===== config.mk =====
export PLATFORM = sky130hd
export DESIGN_NAME = telemetry_poll_frame_keeper_flat
export DESIGN_NICKNAME = d
export VERILOG_FILES = /design/src/rtl/core/tpfk_pkg.sv /design/src/rtl/core/tpfk_if.sv /design/src/rtl/core/telemetry_poll_frame_keeper.sv /design/src/rtl/core/tpfk_store.sv /design/src/flat_wrapper.sv
export SDC_FILE = /design/constraint.sdc
export NUM_CORES = 1
export LEC_CHECK = 0
export BUFFER_PORTS_ARGS = -buffer_cell sky130_fd_sc_hd__buf_4
export CAP_MARGIN = 30
export CORE_MARGIN = 3
export CORE_UTILIZATION = 27
export DETAILED_ROUTE_END_ITERATION = 7
export PLACE_DENSITY = 0.44
export SLEW_MARGIN = 15
export SYNTH_ARGS = -nofsm -noshare
export SYNTH_HDL_FRONTEND = slang
export SYNTH_SLANG_ARGS = --single-unit

===== constraint.sdc =====
create_clock -name clk -period 3.34 [get_ports clk]
set_input_delay 0.668 -clock clk [delete_from_list [all_inputs] [get_ports clk]]
set_output_delay 0.668 -clock clk [all_outputs]
set_load 0.05 [all_outputs]

===== src/rtl/core/tpfk_pkg.sv =====
`timescale 1ns / 1ps
package tpfk_pkg;

  // item operation codes
  localparam logic [2:0] OP_POLL     = 3'd0;
  localparam logic [2:0] OP_TIMEOUT  = 3'd1;
  localparam logic [2:0] OP_RESPONSE = 3'd2;
  localparam logic [2:0] OP_READ     = 3'd3;
  localparam logic [2:0] OP_INIT     = 3'd4;

  // result kinds
  localparam logic [1:0] KIND_REQUEST = 2'd0;
  localparam logic [1:0] KIND_ACK     = 2'd1;
  localparam logic [1:0] KIND_TBYTE   = 2'd2;

  // configuration register map
  localparam int unsigned CFG_AW = 4;
  localparam logic [1:0] REG_ERROR_FILL = 2'd0;
  localparam logic [1:0] REG_INIT_FILL  = 2'd1;
  localparam logic [1:0] REG_MISS_LIMIT = 2'd2;

  // bytes kept per remote block, one memory row each
  localparam int unsigned ROW_BYTES = 4;

  // write controls from the sequencer to the store
  typedef struct packed {
    logic tbl_we;   // write one table row
    logic miss_we;  // write one miss count
    logic init;     // whole table to the init byte
  } tpfk_wr_t;

  // one nibble to one table byte: set bit gives 00, clear bit gives 11
  function automatic logic [7:0] expand_nibble(input logic [3:0] nib);
    logic [7:0] res;
    res[7:6] = {2{~nib[0]}};
    res[5:4] = {2{~nib[1]}};
    res[3:2] = {2{~nib[2]}};
    res[1:0] = {2{~nib[3]}};
    return res;
  endfunction

endpackage


===== src/rtl/core/tpfk_if.sv =====
`timescale 1ns / 1ps
// input item channel
interface tpfk_in_if;
  logic       valid;
  logic       ready;
  logic [2:0] op;
  logic [7:0] block_id;
  logic [7:0] byte_first;
  logic [7:0] byte_second;

  modport source (output valid, op, block_id, byte_first, byte_second, input ready);
  modport sink   (input valid, op, block_id, byte_first, byte_second, output ready);
endinterface

// result item channel
interface tpfk_out_if;
  logic       valid;
  logic       ready;
  logic [1:0] kind;
  logic [1:0] block_code;
  logic [7:0] data_byte;
  logic [3:0] byte_index;
  logic       last;

  modport source (output valid, kind, block_code, data_byte, byte_index, last, input ready);
  modport sink   (input valid, kind, block_code, data_byte, byte_index, last, output ready);
endinterface


===== src/rtl/core/telemetry_poll_frame_keeper.sv =====
`timescale 1ns / 1ps
// channel   | dir | handshake         | payload
// in_ch     | in  | valid / ready     | op, block_id, byte_first, byte_second
// out_ch    | out | valid / ready     | kind, block_code, data_byte, byte_index, last
// apb       | in  | psel/penable/pready | paddr, pwdata, pwrite, prdata
//
// a poll, timeout, response or init item is accepted with the memory read of
// the cursor row, then modified and written back with the result
// a read item sends one table byte per cycle from the row memory while the
// output is not held, one row read every four bytes
// reset needs no clearing pass: per-row live bits make unwritten rows read
// as zero (or as the init byte after an init item)
// a result waiting in the output register holds the execute and read steps
module telemetry_poll_frame_keeper
  import tpfk_pkg::*;
#(
  parameter int unsigned NUM_BLOCKS = 4
) (
  input  logic               clk,
  input  logic               rst_n,
  tpfk_in_if.sink            in_ch,
  tpfk_out_if.source         out_ch,
  input  logic               psel,
  input  logic               penable,
  input  logic               pwrite,
  input  logic [CFG_AW-1:0]  paddr,
  input  logic [31:0]        pwdata,
  output logic [31:0]        prdata,
  output logic               pready
);

  localparam int unsigned CW = (NUM_BLOCKS > 1) ? $clog2(NUM_BLOCKS) : 1;
  localparam int unsigned TABLE_BYTES = ROW_BYTES * NUM_BLOCKS;
  localparam int unsigned IW = $clog2(TABLE_BYTES);

  localparam logic [1:0] S_IDLE = 2'd0;
  localparam logic [1:0] S_EXEC = 2'd1;
  localparam logic [1:0] S_DUMP = 2'd2;

  // configuration registers
  logic [7:0] error_fill_r;
  logic [7:0] init_fill_r;
  logic [3:0] miss_limit_r;

  // control state
  logic [1:0]    state_r, state_nxt;
  logic [CW-1:0] cursor_r, cursor_nxt;
  logic          ready_r, ready_nxt;
  logic [IW-1:0] idx_r, idx_nxt;

  // latched item
  logic [2:0] op_r;
  logic [7:0] bid_r;
  logic [7:0] b1_r;
  logic [7:0] b2_r;

  // output register
  logic       out_valid_r;
  logic [1:0] out_kind_r, out_kind_nxt;
  logic [1:0] out_code_r, out_code_nxt;
  logic [7:0] out_data_r, out_data_nxt;
  logic [3:0] out_index_r, out_index_nxt;
  logic       out_last_r, out_last_nxt;
  logic       out_load;
  logic       out_free;

  // store connections
  logic                   rd_en;
  logic [CW-1:0]          rd_addr;
  logic [8*ROW_BYTES-1:0] rd_row;
  logic [4:0]             rd_miss;
  tpfk_wr_t               wr;
  logic [8*ROW_BYTES-1:0] wr_row;
  logic [4:0]             wr_miss;

  logic in_acc;
  logic cfg_wr;

  tpfk_store #(
    .NUM_BLOCKS (NUM_BLOCKS)
  ) u_store (
    .clk       (clk),
    .rst_n     (rst_n),
    .rd_en     (rd_en),
    .rd_addr   (rd_addr),
    .rd_row    (rd_row),
    .rd_miss   (rd_miss),
    .wr        (wr),
    .wr_addr   (cursor_r),
    .wr_row    (wr_row),
    .wr_miss   (wr_miss),
    .init_byte (init_fill_r)
  );

  // configuration port
  assign pready = 1'b1;
  assign cfg_wr = psel && penable && pwrite;

  always_ff @(posedge clk) begin
    if (!rst_n) begin
      error_fill_r <= 8'd0;
      init_fill_r  <= 8'd0;
      miss_limit_r <= 4'd3;
    end else if (cfg_wr) begin
      case (paddr[3:2])
        REG_ERROR_FILL: error_fill_r <= pwdata[7:0];
        REG_INIT_FILL:  init_fill_r  <= pwdata[7:0];
        REG_MISS_LIMIT: miss_limit_r <= pwdata[3:0];
        default: ;
      endcase
    end
  end

  always_comb begin
    case (paddr[3:2])
      REG_ERROR_FILL: prdata = 32'(error_fill_r);
      REG_INIT_FILL:  prdata = 32'(init_fill_r);
      REG_MISS_LIMIT: prdata = 32'(miss_limit_r);
      default:        prdata = 32'd0;
    endcase
  end

  // handshakes
  assign in_ch.ready = (state_r == S_IDLE);
  assign in_acc      = in_ch.valid && in_ch.ready;
  assign out_free    = !out_valid_r || out_ch.ready;

  // sequencer: read, modify, write back
  always_comb begin
    state_nxt     = state_r;
    cursor_nxt    = cursor_r;
    ready_nxt     = ready_r;
    idx_nxt       = idx_r;
    rd_en         = 1'b0;
    rd_addr       = cursor_r;
    wr            = '0;
    wr_row        = {ROW_BYTES{error_fill_r}};
    wr_miss       = 5'd0;
    out_load      = 1'b0;
    out_kind_nxt  = KIND_ACK;
    out_code_nxt  = 2'd0;
    out_data_nxt  = 8'd0;
    out_index_nxt = 4'd0;
    out_last_nxt  = 1'b1;

    case (state_r)
      S_IDLE: begin
        if (in_acc) begin
          rd_en = 1'b1;
          if (in_ch.op == OP_READ) begin
            rd_addr   = '0;
            idx_nxt   = '0;
            state_nxt = S_DUMP;
          end else begin
            state_nxt = S_EXEC;
          end
        end
      end

      S_EXEC: begin
        if (out_free) begin
          out_load  = 1'b1;
          state_nxt = S_IDLE;
          case (op_r)
            OP_POLL: begin
              if (ready_r) begin
                ready_nxt    = 1'b0;
                cursor_nxt   = (cursor_r == CW'(NUM_BLOCKS - 1)) ? '0 : cursor_r + 1'b1;
                out_kind_nxt = KIND_REQUEST;
                out_code_nxt = 2'(cursor_nxt);
              end
            end
            OP_TIMEOUT: begin
              ready_nxt = 1'b1;
              if (rd_miss > {1'b0, miss_limit_r}) begin
                wr.tbl_we = 1'b1;
                wr_row    = {ROW_BYTES{error_fill_r}};
              end else begin
                wr.miss_we = 1'b1;
                wr_miss    = rd_miss + 5'd1;
              end
            end
            OP_RESPONSE: begin
              if (bid_r < 8'(NUM_BLOCKS)) begin
                ready_nxt  = 1'b1;
                wr.tbl_we  = 1'b1;
                wr.miss_we = 1'b1;
                wr_miss    = 5'd0;
                wr_row     = {expand_nibble(b2_r[3:0]), expand_nibble(b2_r[7:4]),
                              expand_nibble(b1_r[3:0]), expand_nibble(b1_r[7:4])};
              end
            end
            OP_INIT: begin
              wr.init = 1'b1;
            end
            default: ;
          endcase
        end
      end

      S_DUMP: begin
        if (out_free) begin
          out_load      = 1'b1;
          out_kind_nxt  = KIND_TBYTE;
          out_data_nxt  = rd_row[{idx_r[1:0], 3'b000} +: 8];
          out_index_nxt = 4'(idx_r);
          out_last_nxt  = (idx_r == IW'(TABLE_BYTES - 1));
          if (out_last_nxt) begin
            state_nxt = S_IDLE;
          end else begin
            idx_nxt = idx_r + 1'b1;
            // fetch the next row while the last byte of this one goes out
            if (idx_r[1:0] == 2'd3) begin
              rd_en   = 1'b1;
              rd_addr = idx_r[IW-1:2] + 1'b1;
            end
          end
        end
      end

      default: begin
        state_nxt = S_IDLE;
      end
    endcase
  end

  // control registers
  always_ff @(posedge clk) begin
    if (!rst_n) begin
      state_r     <= S_IDLE;
      cursor_r    <= '0;
      ready_r     <= 1'b1;
      idx_r       <= '0;
      out_valid_r <= 1'b0;
    end else begin
      state_r  <= state_nxt;
      cursor_r <= cursor_nxt;
      ready_r  <= ready_nxt;
      idx_r    <= idx_nxt;
      if (out_load) begin
        out_valid_r <= 1'b1;
      end else if (out_ch.ready) begin
        out_valid_r <= 1'b0;
      end
    end
  end

  // item and result payload
  always_ff @(posedge clk) begin
    if (in_acc) begin
      op_r  <= in_ch.op;
      bid_r <= in_ch.block_id;
      b1_r  <= in_ch.byte_first;
      b2_r  <= in_ch.byte_second;
    end
    if (out_load) begin
      out_kind_r  <= out_kind_nxt;
      out_code_r  <= out_code_nxt;
      out_data_r  <= out_data_nxt;
      out_index_r <= out_index_nxt;
      out_last_r  <= out_last_nxt;
    end
  end

  assign out_ch.valid      = out_valid_r;
  assign out_ch.kind       = out_kind_r;
  assign out_ch.block_code = out_code_r;
  assign out_ch.data_byte  = out_data_r;
  assign out_ch.byte_index = out_index_r;
  assign out_ch.last       = out_last_r;

endmodule


===== src/rtl/core/tpfk_store.sv =====
`timescale 1ns / 1ps
module tpfk_store
  import tpfk_pkg::*;
#(
  parameter int unsigned NUM_BLOCKS = 4,
  localparam int unsigned CW = (NUM_BLOCKS > 1) ? $clog2(NUM_BLOCKS) : 1
) (
  input  logic                    clk,
  input  logic                    rst_n,
  // read port, registered data
  input  logic                    rd_en,
  input  logic [CW-1:0]           rd_addr,
  output logic [8*ROW_BYTES-1:0]  rd_row,
  output logic [4:0]              rd_miss,
  // write port
  input  tpfk_wr_t                wr,
  input  logic [CW-1:0]           wr_addr,
  input  logic [8*ROW_BYTES-1:0]  wr_row,
  input  logic [4:0]              wr_miss,
  input  logic [7:0]              init_byte
);

  logic [8*ROW_BYTES-1:0] tbl_mem [NUM_BLOCKS];
  logic [4:0]             miss_mem [NUM_BLOCKS];

  logic [NUM_BLOCKS-1:0]  tbl_live_r;
  logic [NUM_BLOCKS-1:0]  miss_live_r;
  logic [7:0]             dflt_r;

  logic [8*ROW_BYTES-1:0] rd_row_r;
  logic [4:0]             rd_miss_r;
  logic                   rd_tlive_r;
  logic                   rd_mlive_r;

  // memory writes
  always_ff @(posedge clk) begin
    if (wr.tbl_we) begin
      tbl_mem[wr_addr] <= wr_row;
    end
    if (wr.miss_we) begin
      miss_mem[wr_addr] <= wr_miss;
    end
  end

  // registered memory reads
  always_ff @(posedge clk) begin
    if (rd_en) begin
      rd_row_r  <= tbl_mem[rd_addr];
      rd_miss_r <= miss_mem[rd_addr];
    end
  end

  // live bits: a table row not yet written reads as the default byte, a miss count as zero
  always_ff @(posedge clk) begin
    if (!rst_n) begin
      tbl_live_r  <= '0;
      miss_live_r <= '0;
      dflt_r      <= 8'd0;
      rd_tlive_r  <= 1'b0;
      rd_mlive_r  <= 1'b0;
    end else begin
      if (wr.init) begin
        tbl_live_r <= '0;
        dflt_r     <= init_byte;
      end else if (wr.tbl_we) begin
        tbl_live_r[wr_addr] <= 1'b1;
      end
      if (wr.miss_we) begin
        miss_live_r[wr_addr] <= 1'b1;
      end
      if (rd_en) begin
        rd_tlive_r <= tbl_live_r[rd_addr];
        rd_mlive_r <= miss_live_r[rd_addr];
      end
    end
  end

  assign rd_row  = rd_tlive_r ? rd_row_r : {ROW_BYTES{dflt_r}};
  assign rd_miss = rd_mlive_r ? rd_miss_r : 5'd0;

endmodule


===== src/flat_wrapper.sv =====
// flat-port wrapper written by rule: the top's interface ports become plain ports
module telemetry_poll_frame_keeper_flat import tpfk_pkg::*;
#(
  parameter int unsigned NUM_BLOCKS = 4
)
  (clk, rst_n, psel, penable, pwrite, paddr, pwdata, prdata, pready, in_ch_valid, in_ch_op, in_ch_block_id, in_ch_byte_first, in_ch_byte_second, in_ch_ready, out_ch_valid, out_ch_kind, out_ch_block_code, out_ch_data_byte, out_ch_byte_index, out_ch_last, out_ch_ready);
  tpfk_in_if in_ch_i ();
  tpfk_out_if out_ch_i ();
  input  logic clk;
  input  logic rst_n;
  input  logic psel;
  input  logic penable;
  input  logic pwrite;
  input  logic [CFG_AW-1:0] paddr;
  input  logic [31:0] pwdata;
  output logic [31:0] prdata;
  output logic pready;
  input wire logic [$bits(in_ch_i.valid)-1:0] in_ch_valid;
  input wire logic [$bits(in_ch_i.op)-1:0] in_ch_op;
  input wire logic [$bits(in_ch_i.block_id)-1:0] in_ch_block_id;
  input wire logic [$bits(in_ch_i.byte_first)-1:0] in_ch_byte_first;
  input wire logic [$bits(in_ch_i.byte_second)-1:0] in_ch_byte_second;
  output wire logic [$bits(in_ch_i.ready)-1:0] in_ch_ready;
  output wire logic [$bits(out_ch_i.valid)-1:0] out_ch_valid;
  output wire logic [$bits(out_ch_i.kind)-1:0] out_ch_kind;
  output wire logic [$bits(out_ch_i.block_code)-1:0] out_ch_block_code;
  output wire logic [$bits(out_ch_i.data_byte)-1:0] out_ch_data_byte;
  output wire logic [$bits(out_ch_i.byte_index)-1:0] out_ch_byte_index;
  output wire logic [$bits(out_ch_i.last)-1:0] out_ch_last;
  input wire logic [$bits(out_ch_i.ready)-1:0] out_ch_ready;
  assign in_ch_i.valid = in_ch_valid;
  assign in_ch_i.op = in_ch_op;
  assign in_ch_i.block_id = in_ch_block_id;
  assign in_ch_i.byte_first = in_ch_byte_first;
  assign in_ch_i.byte_second = in_ch_byte_second;
  assign in_ch_ready = in_ch_i.ready;
  assign out_ch_valid = out_ch_i.valid;
  assign out_ch_kind = out_ch_i.kind;
  assign out_ch_block_code = out_ch_i.block_code;
  assign out_ch_data_byte = out_ch_i.data_byte;
  assign out_ch_byte_index = out_ch_i.byte_index;
  assign out_ch_last = out_ch_i.last;
  assign out_ch_i.ready = out_ch_ready;
  telemetry_poll_frame_keeper #(.NUM_BLOCKS(NUM_BLOCKS)) u_core (.clk(clk), .rst_n(rst_n), .in_ch(in_ch_i), .out_ch(out_ch_i), .psel(psel), .penable(penable), .pwrite(pwrite), .paddr(paddr), .pwdata(pwdata), .prdata(prdata), .pready(pready));
endmodule

==> flow_metrics.tcl <==
set metrics [dict create \
    status "finished clean" \
    arrival_ps 2930 \
    end_kind "flop" \
    die_w_um 213 \
    place_hpwl_um 16800 \
    nNetsFinal 1007 \
    p_int_mw 5.92 \
    layout.cells.non_filler 1486 \
    leakagePower_nw 5.09 \
    portBuffers 68 \
    crit_type "flop to flop" \
    rows 75 \
    vias 6522 \
    core_sq_um 42000 \
    cts_hold_buffers 0 \
    grt_pass1_vias 6553 \
    synth-seq-cells 275 \
    postSynth.asyncResetShare_pct 0 \
    gp_congestion 0.723 \
    seq_area_frac_synth_pct 67.4 \
    power_frac_comb_pct 5.3 \
    clock_skew_ps 15.8 \
    cp.buffers_inverters 1 \
    multi_input_area_sq_um 3320 \
    avgSynthCellArea_sq_um 13.8 \
    viasPerCell 4.39 \
    critPathLaunch "u_core.u_store.rd_mlive_r" \
    slew_violations 0 \
    hp-start "in_ch_block_id[3]" \
    switching_power_mw 1.72 \
    cts_setup_buffers 0 \
    drive_gt1_share_pct 16.5 \
    grt_overflow 0 \
    start_util_pct 27.4 \
    antenna_found_initial 0 \
    period_minus_slack_ps 2740 \
    seq_area_sq_um 7780 \
    num_antenna_cells 0 \
    path_clk_slew_ps 60 \
    rsz0062_at_grt "false" \
    p_clk_share_pct 44.9 \
    swShare_pct 22.6 \
    worstHoldPathType "input port to flop" \
    crit_required_ps 3520 \
    setup_tns_ps 0 \
    r2r_start "u_core.u_store.rd_mlive_r" \
    drt_pass1_iterations 4 \
    maxSlewHeadroom_pct 45.5 \
    syn_to_final_growth_pct 18.6 \
    power_density_nw_per_um2 558 \
    clockBufferDepth 3 \
    ys.flop_type "edfxtp_1" \
    synth_edf_count 227 \
    grt_pass1_wl_um 40000 \
    drtIter0Drc 353 \
    clk_latency_ps 510 \
    cts_made_buffers 34 \
    startpoint_type "flop" \
    worst_slew_pin_slew_ps 818 \
    crit_path_cell_trace "and2_1 -> ha_1 -> nand4_1 -> o21ai_0 -> a21oi_1 -> a21oi_1 -> o21ai_0 -> and2_1 -> buf_12" \
    wl_um 26600 \
    hold_viol_final 0 \
    finalSetupViolations 0 \
    power.total_mw 7.64 \
    power_frac_seq_pct 49.7 \
    ys_warn_count 0 \
    fillers 4178 \
    track_usage_pct 11.8 \
    grt_max_degree 97 \
    placed_cells 1425 \
    wl_per_cell_um 17.9 \
    final_cell_mix "edfxtp_1, buf_4, mux2i_1" \
    dieArea_sq_um 45200 \
    layout_worst_path_cycle_share_pct 82.2 \
    cts_resized 0 \
    root_buffer "clkbuf_16" \
    synth_top_area_share_pct 59.1 \
    ant_nets 0 \
    num_io_pins 122 \
    layout_commonest_cell "edfxtp_1" \
    synth.distinct_cells 49 \
    cp_top_family "compound AO/OA/AOI/OAI gates" \
    synth_area_leaders "edfxtp_1, dfxtp_1, mux2i_1" \
    cts_tree "yes" \
    die_h_um 213 \
    syn_inst 838 \
    slowest_stage "dfxtp_1" \
    crit_fanout 32 \
    fmax_mhz 364 \
    critPathMaxStageDelay_ps 480 \
    drc 0 \
    cts_max_level 2 \
    synth_largest_area_cell "edfxtp_1" \
    maxCapViolCount 0 \
    clkSinkCount 275 \
    synthesis.area_sq_um 11500 \
    vdd_ir_drop_max_uv 297 \
]
[kinds of logic after synthesis]
logic type	share of synthesized area, %
buffers and inverters	4.54
AOI/OAI and AO/OA	6.77
other	0.0651
xor gates and xnor gates	0.380
and+or+nand+nor	10.6
DFF	67.4
muxes	8.68
adders and majority gates	1.52
[stage by stage]
stage          instance area [sq um]  util, %  worst slack, ps  hold WS [ps]
2_1_floorplan                  11600        -              212           424
6_report                       13700     32.5              596           331
4_1_cts                        13700     32.5              582           305
3_5_place_dp                   12600     30.1              421           440
5_1_grt                        13700     32.5              333           309
3_3_place_gp                   12600     30.1              431           434
[flip-flops by register name (all words and copies together) (netlist names), 2 cells and up]
register and count:
u_core.u_store.miss_live_r 4, u_core.op_r 3, u_core.u_store.dflt_r 8, u_core.u_store.rd_miss_r 5, u_core.init_fill_r 8, u_core.b2_r 8
u_core.bid_r 6, u_core.idx_r 4, u_core.u_store.miss_mem 20, u_core.out_ch.kind 2, u_core.b1_r 8, u_core.miss_limit_r 4
u_core.state_r 2, u_core.out_ch.data_byte 8, u_core.cursor_r 2, u_core.out_ch.byte_index 4, u_core.u_store.rd_row_r 32, u_core.out_ch.block_code 2
u_core.u_store.tbl_mem 128, u_core.error_fill_r 8, u_core.u_store.tbl_live_r 4
[synthesized netlist by cell type, types with 12 or more instances]
library cell  count
a211oi_1         37
a21oi_1          43
and2_1           12
buf_2            15
buf_4            26
clkbuf_1         14
dfxtp_1          48
edfxtp_1        227
ha_1             14
inv_1            30
mux2i_1          82
nand2_1          37
nand3_1          16
nor2_1           74
nor2b_1          70
o21ai_0          15
[power groups by stage]
stage          sequential [mW]  combinational, mW  clock [mW]
2_1_floorplan             3.90              0.249           0
3_3_place_gp              3.87              0.413           0
3_5_place_dp              3.87              0.413           0
4_1_cts                   3.80              0.414        3.56
5_1_grt                   3.80              0.440        3.68
6_report                  3.80              0.408        3.43
[layer usage]
layer  up-vias  track usage (%)  routed length, um
li1       3179                -                  -
met1      3164             16.6              12800
met2       143             18.5              12000
met3        36             2.38               1340
met4         0             3.65                518
met5         -                0                  0
[cell type report]
cell class / instances / share of cell area, %
clock buffers: 46 / 6.78
clock inverters: 14 / 0.759
inverters: 30 / 0.823
multi-input cells: 490 / 24.3
flip-flops and latches: 275 / 56.9
well taps: 539 / 4.93
repair buffers: 92 / 5.60
[path summary, 6_finish.rpt]
check / end / cells past startpoint / slack [ps]
min: u_core.bid_r[3] / 1 / 330
max: u_core.u_store.tbl_mem[0][12] / 9 / 600
max reg2reg: u_core.u_store.tbl_mem[0][12] / 9 / 600
min reg2reg: u_core.u_store.miss_live_r[1] / 2 / 440
Power figures use the tool's default switching activity.
